`config.mk`:
```
export PLATFORM = sky130hd
export DESIGN_NAME = trr_queue
export DESIGN_NICKNAME = d
export VERILOG_FILES = /design/src/hw/rtl/trr_pkg.sv /design/src/hw/rtl/trr_queue.sv
export VERILOG_INCLUDE_DIRS = /design/src /design/src/hw/rtl
export SDC_FILE = /design/constraint.sdc
export NUM_CORES = 1
export LEC_CHECK = 0
export BUFFER_PORTS_ARGS = -buffer_cell sky130_fd_sc_hd__clkbuf_2
export CELL_PAD_IN_SITES_DETAIL_PLACEMENT = 1
export CELL_PAD_IN_SITES_GLOBAL_PLACEMENT = 1
export CORE_ASPECT_RATIO = 1.75
export CORE_MARGIN = 10
export CORE_UTILIZATION = 50
export CTS_CLUSTER_DIAMETER = 60
export DETAILED_ROUTE_END_ITERATION = 12
export PLACE_DENSITY = 0.83
export SYNTH_ARGS = -nofsm -noshare
export SYNTH_HDL_FRONTEND = slang
export SYNTH_SLANG_ARGS = --single-unit
```
`constraint.sdc`:
```
create_clock -name clk -period 3.55 [get_ports clk]
set_input_delay 0.71 -clock clk [delete_from_list [all_inputs] [get_ports clk]]
set_output_delay 0.71 -clock clk [all_outputs]
set_load 0.005 [all_outputs]
```
`src/hw/rtl/assert_macros.svh`:
```
// Assertion macros used by the RTL file that carries checks, trr_queue
`ifndef ASSERT_MACROS_SVH
`define ASSERT_MACROS_SVH

// same-cycle implication, clocked on clk, off while rst is high
`define TRR_ASSERT_IMP(label, ante, cons) \
  label: assert property (@(posedge clk) disable iff (rst) (ante) |-> (cons)) \
    else $error("assertion failed");

// next-cycle implication, clocked on clk, off while rst is high
`define TRR_ASSERT_NXT(label, ante, cons) \
  label: assert property (@(posedge clk) disable iff (rst) (ante) |=> (cons)) \
    else $error("assertion failed");

`endif

```
`src/hw/rtl/trr_pkg.sv`:
```
// Package: widths, register indexes and item types of the reshape index remap
package trr_pkg;

  localparam int COORD_W    = 12;
  localparam int DIM_W      = 13;
  localparam int VALUE_W    = 32;
  localparam int RANK_W     = 2;
  localparam int PLANE_W    = 2 * DIM_W;
  localparam int POS_W      = PLANE_W + COORD_W + 1;
  localparam int COUNT_W    = PLANE_W + DIM_W;
  localparam int CFG_IDX_W  = 3;
  localparam int CFG_DATA_W = DIM_W;

  localparam int MAX_DIM_DEFAULT     = 4096;
  localparam int QUEUE_DEPTH_DEFAULT = 4;

  typedef enum logic [CFG_IDX_W-1:0] {
    REG_TARGET_RANK       = 3'd0,
    REG_TARGET_DIM_FIRST  = 3'd1,
    REG_TARGET_DIM_SECOND = 3'd2,
    REG_TARGET_DIM_THIRD  = 3'd3,
    REG_SOURCE_CHANNELS   = 3'd4,
    REG_SOURCE_ROWS       = 3'd5,
    REG_SOURCE_COLS       = 3'd6
  } reg_index_t;

  localparam logic [RANK_W-1:0] RANK_ONE   = 2'd1;
  localparam logic [RANK_W-1:0] RANK_TWO   = 2'd2;
  localparam logic [RANK_W-1:0] RANK_THREE = 2'd3;

  typedef struct packed {
    logic [COORD_W-1:0] src_channel;
    logic [COORD_W-1:0] src_row;
    logic [COORD_W-1:0] src_col;
    logic [VALUE_W-1:0] element_value;
  } in_item_t;

  typedef struct packed {
    logic [COORD_W-1:0] dst_channel;
    logic [COORD_W-1:0] dst_row;
    logic [COORD_W-1:0] dst_col;
    logic [VALUE_W-1:0] out_value;
    logic               shape_ok;
  } out_item_t;

  typedef struct packed {
    logic [POS_W-1:0]   pos;
    logic [VALUE_W-1:0] value;
  } pos_item_t;

  typedef struct packed {
    logic [PLANE_W-1:0] src_plane;
    logic [DIM_W-1:0]   src_cols;
    logic [PLANE_W-1:0] plane;
    logic [DIM_W-1:0]   tcol;
    logic               zero;
    logic               ok;
  } shape_t;

  typedef struct packed {
    logic full;
    logic empty;
  } queue_status_t;

endpackage

```
`src/hw/rtl/trr_queue.sv`:
```
// Short register queue between the front end and the divider back end
`include "assert_macros.svh"

module trr_queue import trr_pkg::*; #(
  parameter int DEPTH = QUEUE_DEPTH_DEFAULT
) (
  input  logic          clk,
  input  logic          rst,
  input  logic          push,
  input  pos_item_t     push_item,
  input  logic          pop,
  output pos_item_t     head,
  output queue_status_t status
);

  localparam int PTR_W = (DEPTH > 1) ? $clog2(DEPTH) : 1;
  localparam int CNT_W = $clog2(DEPTH + 1);
  localparam logic [PTR_W-1:0] LAST = PTR_W'(DEPTH - 1);

  pos_item_t        entries [DEPTH];
  logic [PTR_W-1:0] wr_ptr;
  logic [PTR_W-1:0] rd_ptr;
  logic [CNT_W-1:0] count;

  assign head         = entries[rd_ptr];
  assign status.full  = (count == CNT_W'(DEPTH));
  assign status.empty = (count == '0);

  always_ff @(posedge clk) begin
    if (rst) begin
      wr_ptr <= '0;
      rd_ptr <= '0;
      count  <= '0;
    end else begin
      if (push) begin
        entries[wr_ptr] <= push_item;
        wr_ptr          <= (wr_ptr == LAST) ? '0 : wr_ptr + 1'b1;
      end
      if (pop) begin
        rd_ptr <= (rd_ptr == LAST) ? '0 : rd_ptr + 1'b1;
      end
      if (push && !pop) begin
        count <= count + 1'b1;
      end else if (pop && !push) begin
        count <= count - 1'b1;
      end
    end
  end

  `TRR_ASSERT_IMP(a_no_overflow, push, !status.full)
  `TRR_ASSERT_IMP(a_no_underflow, pop, !status.empty)
  `TRR_ASSERT_NXT(a_count_up, push && !pop, count == CNT_W'($past(count) + 1'b1))

endmodule

```
# [Yosys cells after proc, flatten, opt, wreduce, memory -nomap -nowiden]
# Memories as Yosys holds them, arrays and structs flattened. A register that Yosys moved wholly into a read port is not among the register bits.
# Index checks and enable logic that the tools add are counted.
[word_totals] ramBits=284 memories=1 in_bits=75 register_bits=7
[mem_list] memory="entries" words=4 width=71 rd=1 rd_clocked_by_memory_dff=1 write_ports=1 line_no="trr_queue.sv:20" source="pos_item_t entries [DEPTH];"
[op_classes] muxes=9 reduce_logical=6 eq_ne=3 addsub=4
[ops] operator="$mux W2" count=4
[ops] operator="$mux W3" count=2
[ops] operator="$add A2 B1 Y2 const B" count=2
[ops] operator="$eq A2 B2 Y1 const B" count=2
[ops] operator="$add A3 B1 Y3 const B" count=1
[ops] operator="$eq A3 B3 Y1 const B" count=1
[ops] operator="$logic_not A3 Y1" count=1
[ops] operator="$mux W1" count=3
[ops] operator="$sub A3 B1 Y3 const B" count=1
[ops] operator="$logic_and A1 B1 Y1" count=2
[ops] operator="$logic_not A1 Y1" count=2
[ops] operator="$reduce_bool A2 Y1" count=1

# [Depth between registers and ports, before layout]
# Gate-level depths: netlist (run 1).
[depth] word_depth=4 ltp_mapped=7 ltp_nobuf=7

# [Worst setup path before layout (run 1)]
# Ideal clock, no wire load.
[synth_path] kind="input -> register" startpoint="input port rst" endpoint="memory entries[0][0] in the netlist's numbering (enable)" required_time_ns=3.113 path_buffers=1 setup_ns=0.437 slack_ns=0.374 cell_stages=3 arrival_ns=2.739 path_cell_list="clkbuf_1 > nor2b_1 > and2_1"
[synth_via] elab_chain_len=2
[synth_rtl] item="from (decl)" line_no="trr_queue.sv:8" source="input logic rst,"
[synth_rtl] item="$mux W1" line_no="trr_queue.sv:30" source="if (rst) begin"
[synth_rtl] item="$mux W1 (implied by the code)" line_no="trr_queue.sv:36" source="entries[wr_ptr] <= push_item;"
[synth_rtl] item="to (decl)" line_no="trr_queue.sv:20"
# Every way passes these cells.

==> results.md, run 1 <==
* CTS Buf Count at 25
* Synth top area cells: edfxtp_1, mux4_2, dfxtp_1, buf_12, ha_1
* Post-CTS Setup Inserts at 0
* Yosys cell types at 22
* Synth top cells by count: edfxtp_1, mux4_2, dfxtp_1
* Number of iterations in the first detailed-routing pass at 4
* Fin cells at 852
* H-tree depth at 1
* Largest net degree at the start of global routing at 43
* Worst endpoint required time at 2.84 ns
* I/O Buffers at between 100 and 150
* Critical Path Start Type: flip-flop
* Slew Limit Fails at 0
* Iteration-0 DRC count of the detailed router at between 300 and 400
* Via count at 4870
* Clock latency on the worst-skew pair at 0.51 ns
* Worst Clk Skew at about 0.0052 ns
* Top-count cell post-synth: edfxtp_1
* Crit path max fanout at 42
* Endpoints failing hold at 0
* CTS Buffer Depth at 3
* Worst hold path type: in -> reg
* Async set-reset flop share out of synthesis at 0
* Routed Antenna Nets at 0
* First-pass GRT wire length at 34.31 mm
* Total GRT Usage at 0.1643
* Ys flop type: edfxtp_1
* Cell taking the most area after synthesis: edfxtp_1
* Max_cap viols at 0
* Core area at 0.02132 mm^2
* Root Driver: clkbuf_16
* Final Cycle Share at 0.8226
* Relative slew slack at 0.5631
* Post-synth EDFFs at 284
* Initial antenna violation count at 4
* Die extent in x at 131.0 um
* # DRC at 0
* Gpl congestion at 0.6946
* Die Ht at between 200 and 250 um
* Worst-Margin Slew at 0.6554 ns
* CP Capture Type: output port
* Peak supply drop at 0.0003502 V
* Post-CTS sizing at 0
* Post-synth top area share at 0.7917
* Slowest stage delay, CP at 0.75 ns
* Fin nets at 664
* Clk sinks at roughly 290
* Worst Setup Path Type: reg -> out
* Final Critical Period at slightly below 3 ns
* Drt wl/cell at 27.04 um
* Fraction of layout instances using a drive strength above 1 at 0.4403
* Critical Path Slowest Stage Cell: dfxtp_4
* Final setup violation count at 0
* Post-CTS Hold Buffers at 0
* Setup tns final at 0 ns
* Die Area at 0.02804 mm^2
* Vias in the first global route at roughly 5500
* Syn Nets at 499
* Routed wire length at 23.04 mm
* Max Freq at about 0.34 GHz
* DR vias/cell at 5.716
* Seq/Total Area, Yosys at 0.8085
* Syn avg cell area at between 20 and 30 um^2
* Pwr/cell area at 559.7 mW/mm^2
* Syn-to-layout area delta at 16.25%
* Post-DP HPWL at 15.34 mm
* Cells after Synth at 417
* Grt ovf at 0
* Crit path DAT at ~2.2 ns
* FP Rows at 71
* Status: finished clean
* RSZ-0062 raised after global routing: no
* Clock slew at reported path FFs at 0.07 ns
* Syn. warnings at 0
* Ports at 148
* Placed cells at 810
* Initial Utilization at 0.5052
* CTS tree: yes
* Syn Std Cell Area at 0.01077 mm^2
* FF+latch count, synth at 293
* CP Cell Sequence: buf_4, mux4_2, clkbuf_2
* Leak pwr at 4.215 nW
through the flow:
step                total power [mW]  setup WS (ns)    util  instance area, um^2  hold WS (ns)
floorplan                      4.299         0.3743       -                10770        0.4663
global placement               4.519          1.175  0.5522                11770        0.4759
detailed placement             4.558          1.130  0.5522                11770        0.5352
CTS                            7.076         0.5804  0.5871                12520        0.4026
global route                   7.262         0.5318  0.5873                12520        0.4034
finish                         7.008         0.6297  0.5873                12520        0.4151
state kept, by name, summed over array words and instances (netlist names), named ones only:
signal,flops
count,3
wr_ptr,2
entries,284
rd_ptr,2
per-layer routing:
layer  share of wire  GRT usage
met5          0.0011          0
met4           0.026    0.05622
met3           0.057    0.03786
met2            0.58     0.3002
met1            0.34     0.1786
cell type report:
| cell class | count | area [um^2] |
|---|---|---|
| well taps | 255 | 319.1 |
| clock inverters | 10 | 100.1 |
| flip-flops and latches | 293 | 8716 |
| multi-input cells | 103 | 1864 |
| inverters | 4 | 15.01 |
| clock buffers | 30 | 644.4 |
| repair buffers | 155 | 858.3 |
| fillers | 1807 | 8798 |
| diodes | 2 | 5.005 |
worst max-delay path: cells and delay by family (launching register included):
kind                   cells  cell delay (ns)
DFF                        1             0.75
buffers and inverters      2             0.53
muxes                      1             0.39
logic make-up after synthesis:
kind of cell	after synthesis	share of synthesized area
and+or+nand+nor	16	0.007783
buffers and inverters	21	0.01940
xor gates and xnor gates	2	0.001627
DFF	293	0.8085
muxes	75	0.1525
AOI/OAI and AO/OA	3	0.001393
adders and majority gates	7	0.008828
cell usage in the layout, fill, tap and decap left out, types with 3 or more instances in the layout:
cell type,count
clkbuf_16,25
clkbuf_1,5
mux4_2,70
mux2i_1,4
inv_1,4
ha_1,6
buf_4,3
edfxtp_1,284
clkinv_1,4
buf_12,5
nor2_1,7
clkbuf_2,147
dfxtp_1,7
and2_4,4
final timing paths:
path,from,cells past startpoint,slack [ns],end
hold / removal,push_item[45],1,0.42,entries[2][45]
hold reg to reg,count[2],2,0.54,count[2]
setup reg to reg,wr_ptr[0],3,1.75,entries[3][3]
setup / recovery,flip-flop,3,0.63,head[42]
power by group:
part	total (mW)	switching, mW	internal (mW)
Combinational	0.527	0.274	0.253
Sequential	3.94	0.0474	3.89
Clock	2.54	1.11	1.43
(Power assumes the default switching activity.)
==> inputs of run 2 (changes only) <==
- clock period: 3.55 -> 2.8 ns (I/O delays scaled with it)
==> run 2 against run 1 <==
Wire length down 5.4%. Sequential power is 27% higher. Global-route usage shrank 0.56 points. Combinational power up 27%. Cell count increased by 1.2%. Via count shrank 2.4%. Final area increased by 1.1%. First-iteration DRC count up 21%. Count of clock-buffer cells in the layout down 1. Critical path type unchanged. Largest cell class unchanged. Highest routed layer unchanged.
==> results.md, run 2 (synthesized netlist as in run 1, its figures left out) <==
* Status: finished clean (unchanged)
* CTS Buffer Depth at 3 (unchanged)
* Endpoints failing hold at 0 (unchanged)
* DR vias/cell at 5.513 (was 5.716)
* Syn-to-layout area delta at 17.59% (was 16.25%)
* Ports at 148 (unchanged)
* Post-CTS sizing at 0 (unchanged)
* Relative slew slack at 0.6351 (was 0.5631)
* I/O Buffers at 147 (unchanged)
* Worst endpoint required time at 2.24 ns (was 2.84 ns)
* RSZ-0062 raised after global routing: no (unchanged)
* Most frequent cells in the layout: edfxtp_1, clkbuf_2, mux4_2 (unchanged)
* CP Cell Sequence: buf_12, mux4_2, clkbuf_2 (was buf_4, mux4_2, clkbuf_2)
* Critical Path Start Type: flip-flop (unchanged)
* Post-CTS Setup Inserts at 0 (unchanged)
* Slowest stage delay, CP at 0.69 ns (was 0.75 ns)
* Max reg flops at 284 (unchanged)
* Fin nets at 669 (was 664)
* Worst-Margin Slew at 0.5474 ns (was 0.6554 ns)
* Largest Register: entries (unchanged)
* Critical Path Slowest Stage Cell: dfxtp_4 (unchanged)
* First-pass GRT wire length at 33.53 mm (was 34.31 mm)
* Initial Utilization at 0.5052 (unchanged)
* Comb power frac at 0.074 (was 0.075)
* Die extent in x at 131.0 um (unchanged)
* Worst hold path type: in -> reg (unchanged)
* Clock latency on the worst-skew pair at 0.51 ns (about the same)
* Number of iterations in the first detailed-routing pass at 4 (unchanged)
* Commonest non-fill, non-tap cell in the layout: edfxtp_1 (unchanged)
* Vias in the first global route at 5480 (was 5529)
* Clk sinks at 293 (unchanged)
* Leak pwr at 4.282 nW (was 4.215 nW)
* Largest registers: entries: 284 flops, count: 3 flops (unchanged)
* Core area at 0.02132 mm^2 (unchanged)
* Fraction of layout instances using a drive strength above 1 at 0.4496 (was 0.4403)
* Clock network power share at 0.372 (was 0.362)
* Die Area at 0.02804 mm^2 (unchanged)
* # DRC at 0 (unchanged)
* Final Critical Period at 2.517 ns
* Post-DP HPWL at 15.04 mm (was 15.34 mm)
* Register share of total power at 0.554 (was 0.562)
* Slew Limit Fails at 0 (unchanged)
* Max_cap viols at 0 (unchanged)
* CTS Buf Count at 25 (unchanged)
* Initial antenna violation count at 4 (unchanged)
* Die Ht at 214.2 um (unchanged)
* Final Cycle Share at 0.8991
* Pwr/cell area at 711.8 mW/mm^2 (was 559.7 mW/mm^2)
* Grt ovf at 0 (unchanged)
* Iteration-0 DRC count of the detailed router at 399 (was 330)
* Crit path max fanout at 33 (was 42)
* Total power draw at 9.016 mW (was 7.008 mW)
* H-tree depth at 1 (unchanged)
* Post-CTS Hold Buffers at 0 (unchanged)
* Final setup violation count at 0 (unchanged)
* Routed Antenna Nets at 0 (unchanged)
* CTS tree: yes (unchanged)
* Setup tns final at 0 ns (unchanged)
* Gpl congestion at 0.7373 (was 0.6946)
* Crit path DAT at 1.96 ns (was 2.21 ns)
* Max Freq at slightly below 0.4 GHz
* Internal power at 7.187 mW (was 5.574 mW)
* Worst Setup Path Type: reg -> out (unchanged)
* Worst Clk Skew at 0.009557 ns (was 0.005196 ns)
* Filler cells at 1826 (was 1807)
* Routed wire length at 21.80 mm (was 23.04 mm)
* FP Rows at 71 (unchanged)
* Via count at 4752 (was 4870)
* Root Driver: clkbuf_16 (unchanged)
* Total GRT Usage at 0.1587 (was 0.1643)
* Largest net degree at the start of global routing at 41 (was 43)
* Switching share of total power at 0.2028 (was 0.2046)
* Net switching power at 1.829 mW (was 1.434 mW)
* Clock slew at reported path FFs at 0.06 ns (was 0.07 ns)
* Peak supply drop at 0.0005722 V (was 0.0003502 V)
* CP Capture Type: output port (unchanged)
* Drt wl/cell at 25.29 um (was 27.04 um)
[run 2: worst paths after layout]
| kind | startpoint | end | slack [ns] | cells after the start |
|---|---|---|---|---|
| worst max register to register | wr_ptr[0] | entries[3][19] | 1.13 | 3 |
| worst min-delay path | push_item[37] | entries[0][37] | 0.27 | 1 |
| worst max-delay path | flip-flop | head[28] | 0.28 | 3 |
| worst min register to register | count[2] | count[2] | 0.54 | 2 |
[run 2: layout make-up]
cell class / count / area [um^2] / area share
Sequential cell: 293 / 8716 / 0.6881
Multi-Input combinational cell: 103 / 1864 / 0.1472
Timing Repair Buffer: 160 / 945.9 / 0.07468
Clock buffer: 29 / 640.6 / 0.05058
Tap cell: 255 / 319.1 / 0.02519
Clock inverter: 16 / 160.2 / 0.01264
Inverter: 4 / 15.01 / 0.001185
Antenna cell: 2 / 5.005 / 0.0003951
[run 2: per-layer routing]
| metal | GRT usage | routed length (um) | vias up |
|---|---|---|---|
| li1 | - | - | 2112 |
| met1 | 0.1723 | 7646 | 2501 |
| met2 | 0.2992 | 12640 | 107 |
| met3 | 0.03168 | 1029 | 28 |
| met4 | 0.04207 | 458 | 4 |
| met5 | 0 | 27 | - |
[run 2: stage by stage]
step / cells / util / hold slack, ns / worst slack [ns] / instance area, um^2
2_1_floorplan: 417 / - / 0.4663 / 0.5537 / 10780
3_3_place_gp: 815 / 0.5563 / 0.4941 / 0.6949 / 11860
3_5_place_dp: 815 / 0.5563 / 0.5390 / 0.6174 / 11860
4_1_cts: 860 / 0.5938 / 0.2435 / 0.2107 / 12660
5_1_grt: 861 / 0.5940 / 0.2563 / 0.1926 / 12660
6_report: 862 / 0.5941 / 0.2692 / 0.2825 / 12670
[run 2: power groups by stage]
stage                     clock (mW)  combinational (mW)  sequential [mW]
after floorplan                    0               0.387             5.06
after global placement             0               0.663             5.07
after detailed placement           0               0.694             5.09
after CTS                       3.44               0.695             5.00
after global routing            3.63               0.734             5.00
final                           3.35               0.669             4.99
[run 2: critical path, delay by kind of cell (launching register included)]
family                 cells  cell delay (ns)
multiplexers               1             0.36
flip-flops                 1             0.69
buffers and inverters      2             0.40
==> inputs of run 3 (changes only) <==
- RECOVER_POWER: not set -> 50
==> run 3 against run 2 <==
Sequential power barely moved. Utilization fell by 0.45 points. Global-route usage did not move. Critical path depth did not move. Register-to-register slack got worse by 0.63 ns. Total power barely moved.
==> results.md, run 3 (synthesized netlist as in run 1, its figures left out) <==
* Routed Antenna Nets at 0 (unchanged)
* GRT met2 Usage at 0.2992 (unchanged)
* Initial antenna violation count at 4 (unchanged)
* Comb power frac at 0.073 (was 0.074)
* Status: finished clean (unchanged)
* Clock latency on the worst-skew pair at 0.51 ns (about the same)
* Final Critical Period at 2.511 ns (was 2.517 ns)
* Worst hold path type: in -> reg (unchanged)
* DR vias/cell at 5.570 (was 5.513)
* H-tree depth at 1 (unchanged)
* Fin nets at 669 (unchanged)
* Drt wl/cell at 25.38 um (was 25.29 um)
* Post-DP HPWL at 15.04 mm (unchanged)
* Leak pwr at 4.065 nW (was 4.282 nW)
* Placed cells at 815 (unchanged)
* Pwr/cell area at 716.6 mW/mm^2 (was 711.8 mW/mm^2)
* Internal power at 7.173 mW (was 7.187 mW)
* Crit path DAT at 1.95 ns (was 1.96 ns)
* Die extent in x at 131.0 um (unchanged)
* # DRC at 0 (unchanged)
* Largest net degree at the start of global routing at 41 (unchanged)
* Fin cells at 862 (unchanged)
* Post-CTS Setup Inserts at 0 (unchanged)
* RSZ-0062 raised after global routing: no (unchanged)
* Net switching power at 1.835 mW (was 1.829 mW)
* Post-CTS Hold Buffers at 0 (unchanged)
* Worst Hold End: entries[0][37] (unchanged)
* Max_cap viols at 0 (unchanged)
* Crit path max fanout at 36 (was 33)
* Clock slew at reported path FFs at 0.07 ns (was 0.06 ns)
* Via count at 4801 (was 4752)
* Register share of total power at 0.554 (about the same)
* Worst R2R End: entries[2][6] (was entries[3][19])
* Ports at 148 (unchanged)
* WHS Path Cells at 1 (unchanged)
* Die Area at 0.02804 mm^2 (unchanged)
* CP Capture Type: output port (unchanged)
* CTS Buf Count at 25 (unchanged)
* Worst Setup Path Type: reg -> out (unchanged)
* I/O Buffers at 147 (unchanged)
* M3 GR Usage at 0.03168 (unchanged)
* Setup tns final at 0 ns (unchanged)
* Worst-Margin Slew at 1.303 ns (was 0.5474 ns)
* Slowest stage delay, CP at 0.62 ns (was 0.69 ns)
* Final setup violation count at 0 (unchanged)
* R2R setup slack at 0.50 ns (was 1.13 ns)
* Grt ovf at 0 (unchanged)
* Finished Cell Area at 0.01257 mm^2 (was 0.01267 mm^2)
* Final Cycle Share at 0.8969 (was 0.8991)
* GRT busiest layer: met2 (unchanged)
* Buf/Inv on CP at 2 (unchanged)
* Endpoints failing hold at 0 (unchanged)
* Peak supply drop at 0.0005732 V (was 0.0005722 V)
* Critical Path Slowest Stage Cell: mux4_1 (was dfxtp_4)
* Routed wire length at 21.88 mm (was 21.80 mm)
* First-pass GRT wire length at 33.53 mm (unchanged)
* R2R cell count at 4 (was 3)
* Hold path startpoint: push_item[37] (unchanged)
* Max Freq at 0.3982 GHz (was 0.3972 GHz)
* Fraction of layout instances using a drive strength above 1 at 0.3273 (was 0.4496)
* Root Driver: clkbuf_16 (unchanged)
* CP top delay family: multiplexers (was flip-flops)
* Gpl congestion at 0.7373 (unchanged)
* Slew Limit Fails at 0 (unchanged)
* Largest Register: entries (unchanged)
* Clk sinks at 293 (unchanged)
* CTS Buffer Depth at 3 (unchanged)
* FP Rows at 71 (unchanged)
* Total GRT Usage at 0.1587 (unchanged)
* Initial Utilization at 0.5052 (unchanged)
* Worst endpoint required time at 2.24 ns (about the same)
* Critical Path Start Type: flip-flop (unchanged)
* Relative slew slack at 0.1311 (was 0.6351)
* CP Cell Sequence: buf_12, mux4_1, clkbuf_2 (was buf_12, mux4_2, clkbuf_2)
* Iteration-0 DRC count of the detailed router at 355 (was 399)
* Switching share of total power at 0.2037 (was 0.2028)
* Total power draw at 9.008 mW (was 9.016 mW)
* Placed inst area at 0.01186 mm^2 (unchanged)
* Most frequent cells in the layout: edfxtp_1, clkbuf_1, clkbuf_2 (was edfxtp_1, clkbuf_2, mux4_2)
* Commonest non-fill, non-tap cell in the layout: edfxtp_1 (unchanged)
* Number of iterations in the first detailed-routing pass at 4 (unchanged)
* Syn-to-layout area delta at 16.70% (was 17.59%)
* CTS tree: yes (unchanged)
* Max reg flops at 284 (unchanged)
* Die Ht at 214.2 um (unchanged)
* Met1 Use GR at 0.1723 (unchanged)
* Clock network power share at 0.373 (was 0.372)
* Core area at 0.02132 mm^2 (unchanged)
* Worst Clk Skew at 0.009646 ns (was 0.009557 ns)
* Vias in the first global route at 5480 (unchanged)
* Largest registers: entries: 284 flops, count: 3 flops (unchanged)
* Post-CTS sizing at 0 (unchanged)
* FF-to-FF Start: wr_ptr[0] (unchanged)
==> run 3: cell counts in the layout (fill, tap and decap cells not counted) <==
Identical to the previous run, type by type.
==> run 3: power groups by stage <==
stage	clock network [mW]	logic [mW]	registers [mW]
final	3.36	0.656	4.99
after detailed placement	0	0.694	5.09
after floorplan	0	0.387	5.06
after global routing	3.63	0.719	5.00
after CTS	3.44	0.695	5.00
after global placement	0	0.663	5.07
==> run 3: layer usage <==
metal,routed length [um],part of all wire
met4,487,0.022
met3,1040,0.048
met2,12710,0.58
met1,7614,0.35
met5,27,0.0012
==> run 3: worst max path at each step <==
stage | to | slack [ns] | cells past startpoint
3_5_place_dp | entries[3][16] | 0.62 | 4
5_1_grt | head[28] | 0.19 | 3
4_1_cts | head[28] | 0.21 | 3
6_report | head[51] | 0.29 | 3
2_1_floorplan | entries[0][0] | 0.55 | 3
3_3_place_gp | entries[1][8] | 0.69 | 4
==> run 3: stage by stage <==
| step | hold WS, ns | utilization | worst slack (ns) |
|---|---|---|---|
| finish | 0.3039 | 0.5896 | 0.2886 |
| detailed placement | 0.5390 | 0.5563 | 0.6174 |
| floorplan | 0.4663 | - | 0.5537 |
| global placement | 0.4941 | 0.5563 | 0.6949 |
| CTS | 0.2435 | 0.5938 | 0.2107 |
| global route | 0.3131 | 0.5895 | 0.1926 |
==> run 3: area by class of cell <==
class                           count  area, um^2
Multi-Input combinational cell    103        1859
Inverter                            4       15.01
Tap cell                          255       319.1
Fill cell                        1832        8750
Timing Repair Buffer              160       855.8
Sequential cell                   293        8716
Clock inverter                     16       160.2
Clock buffer                       29       640.6
Antenna cell                        2       5.005
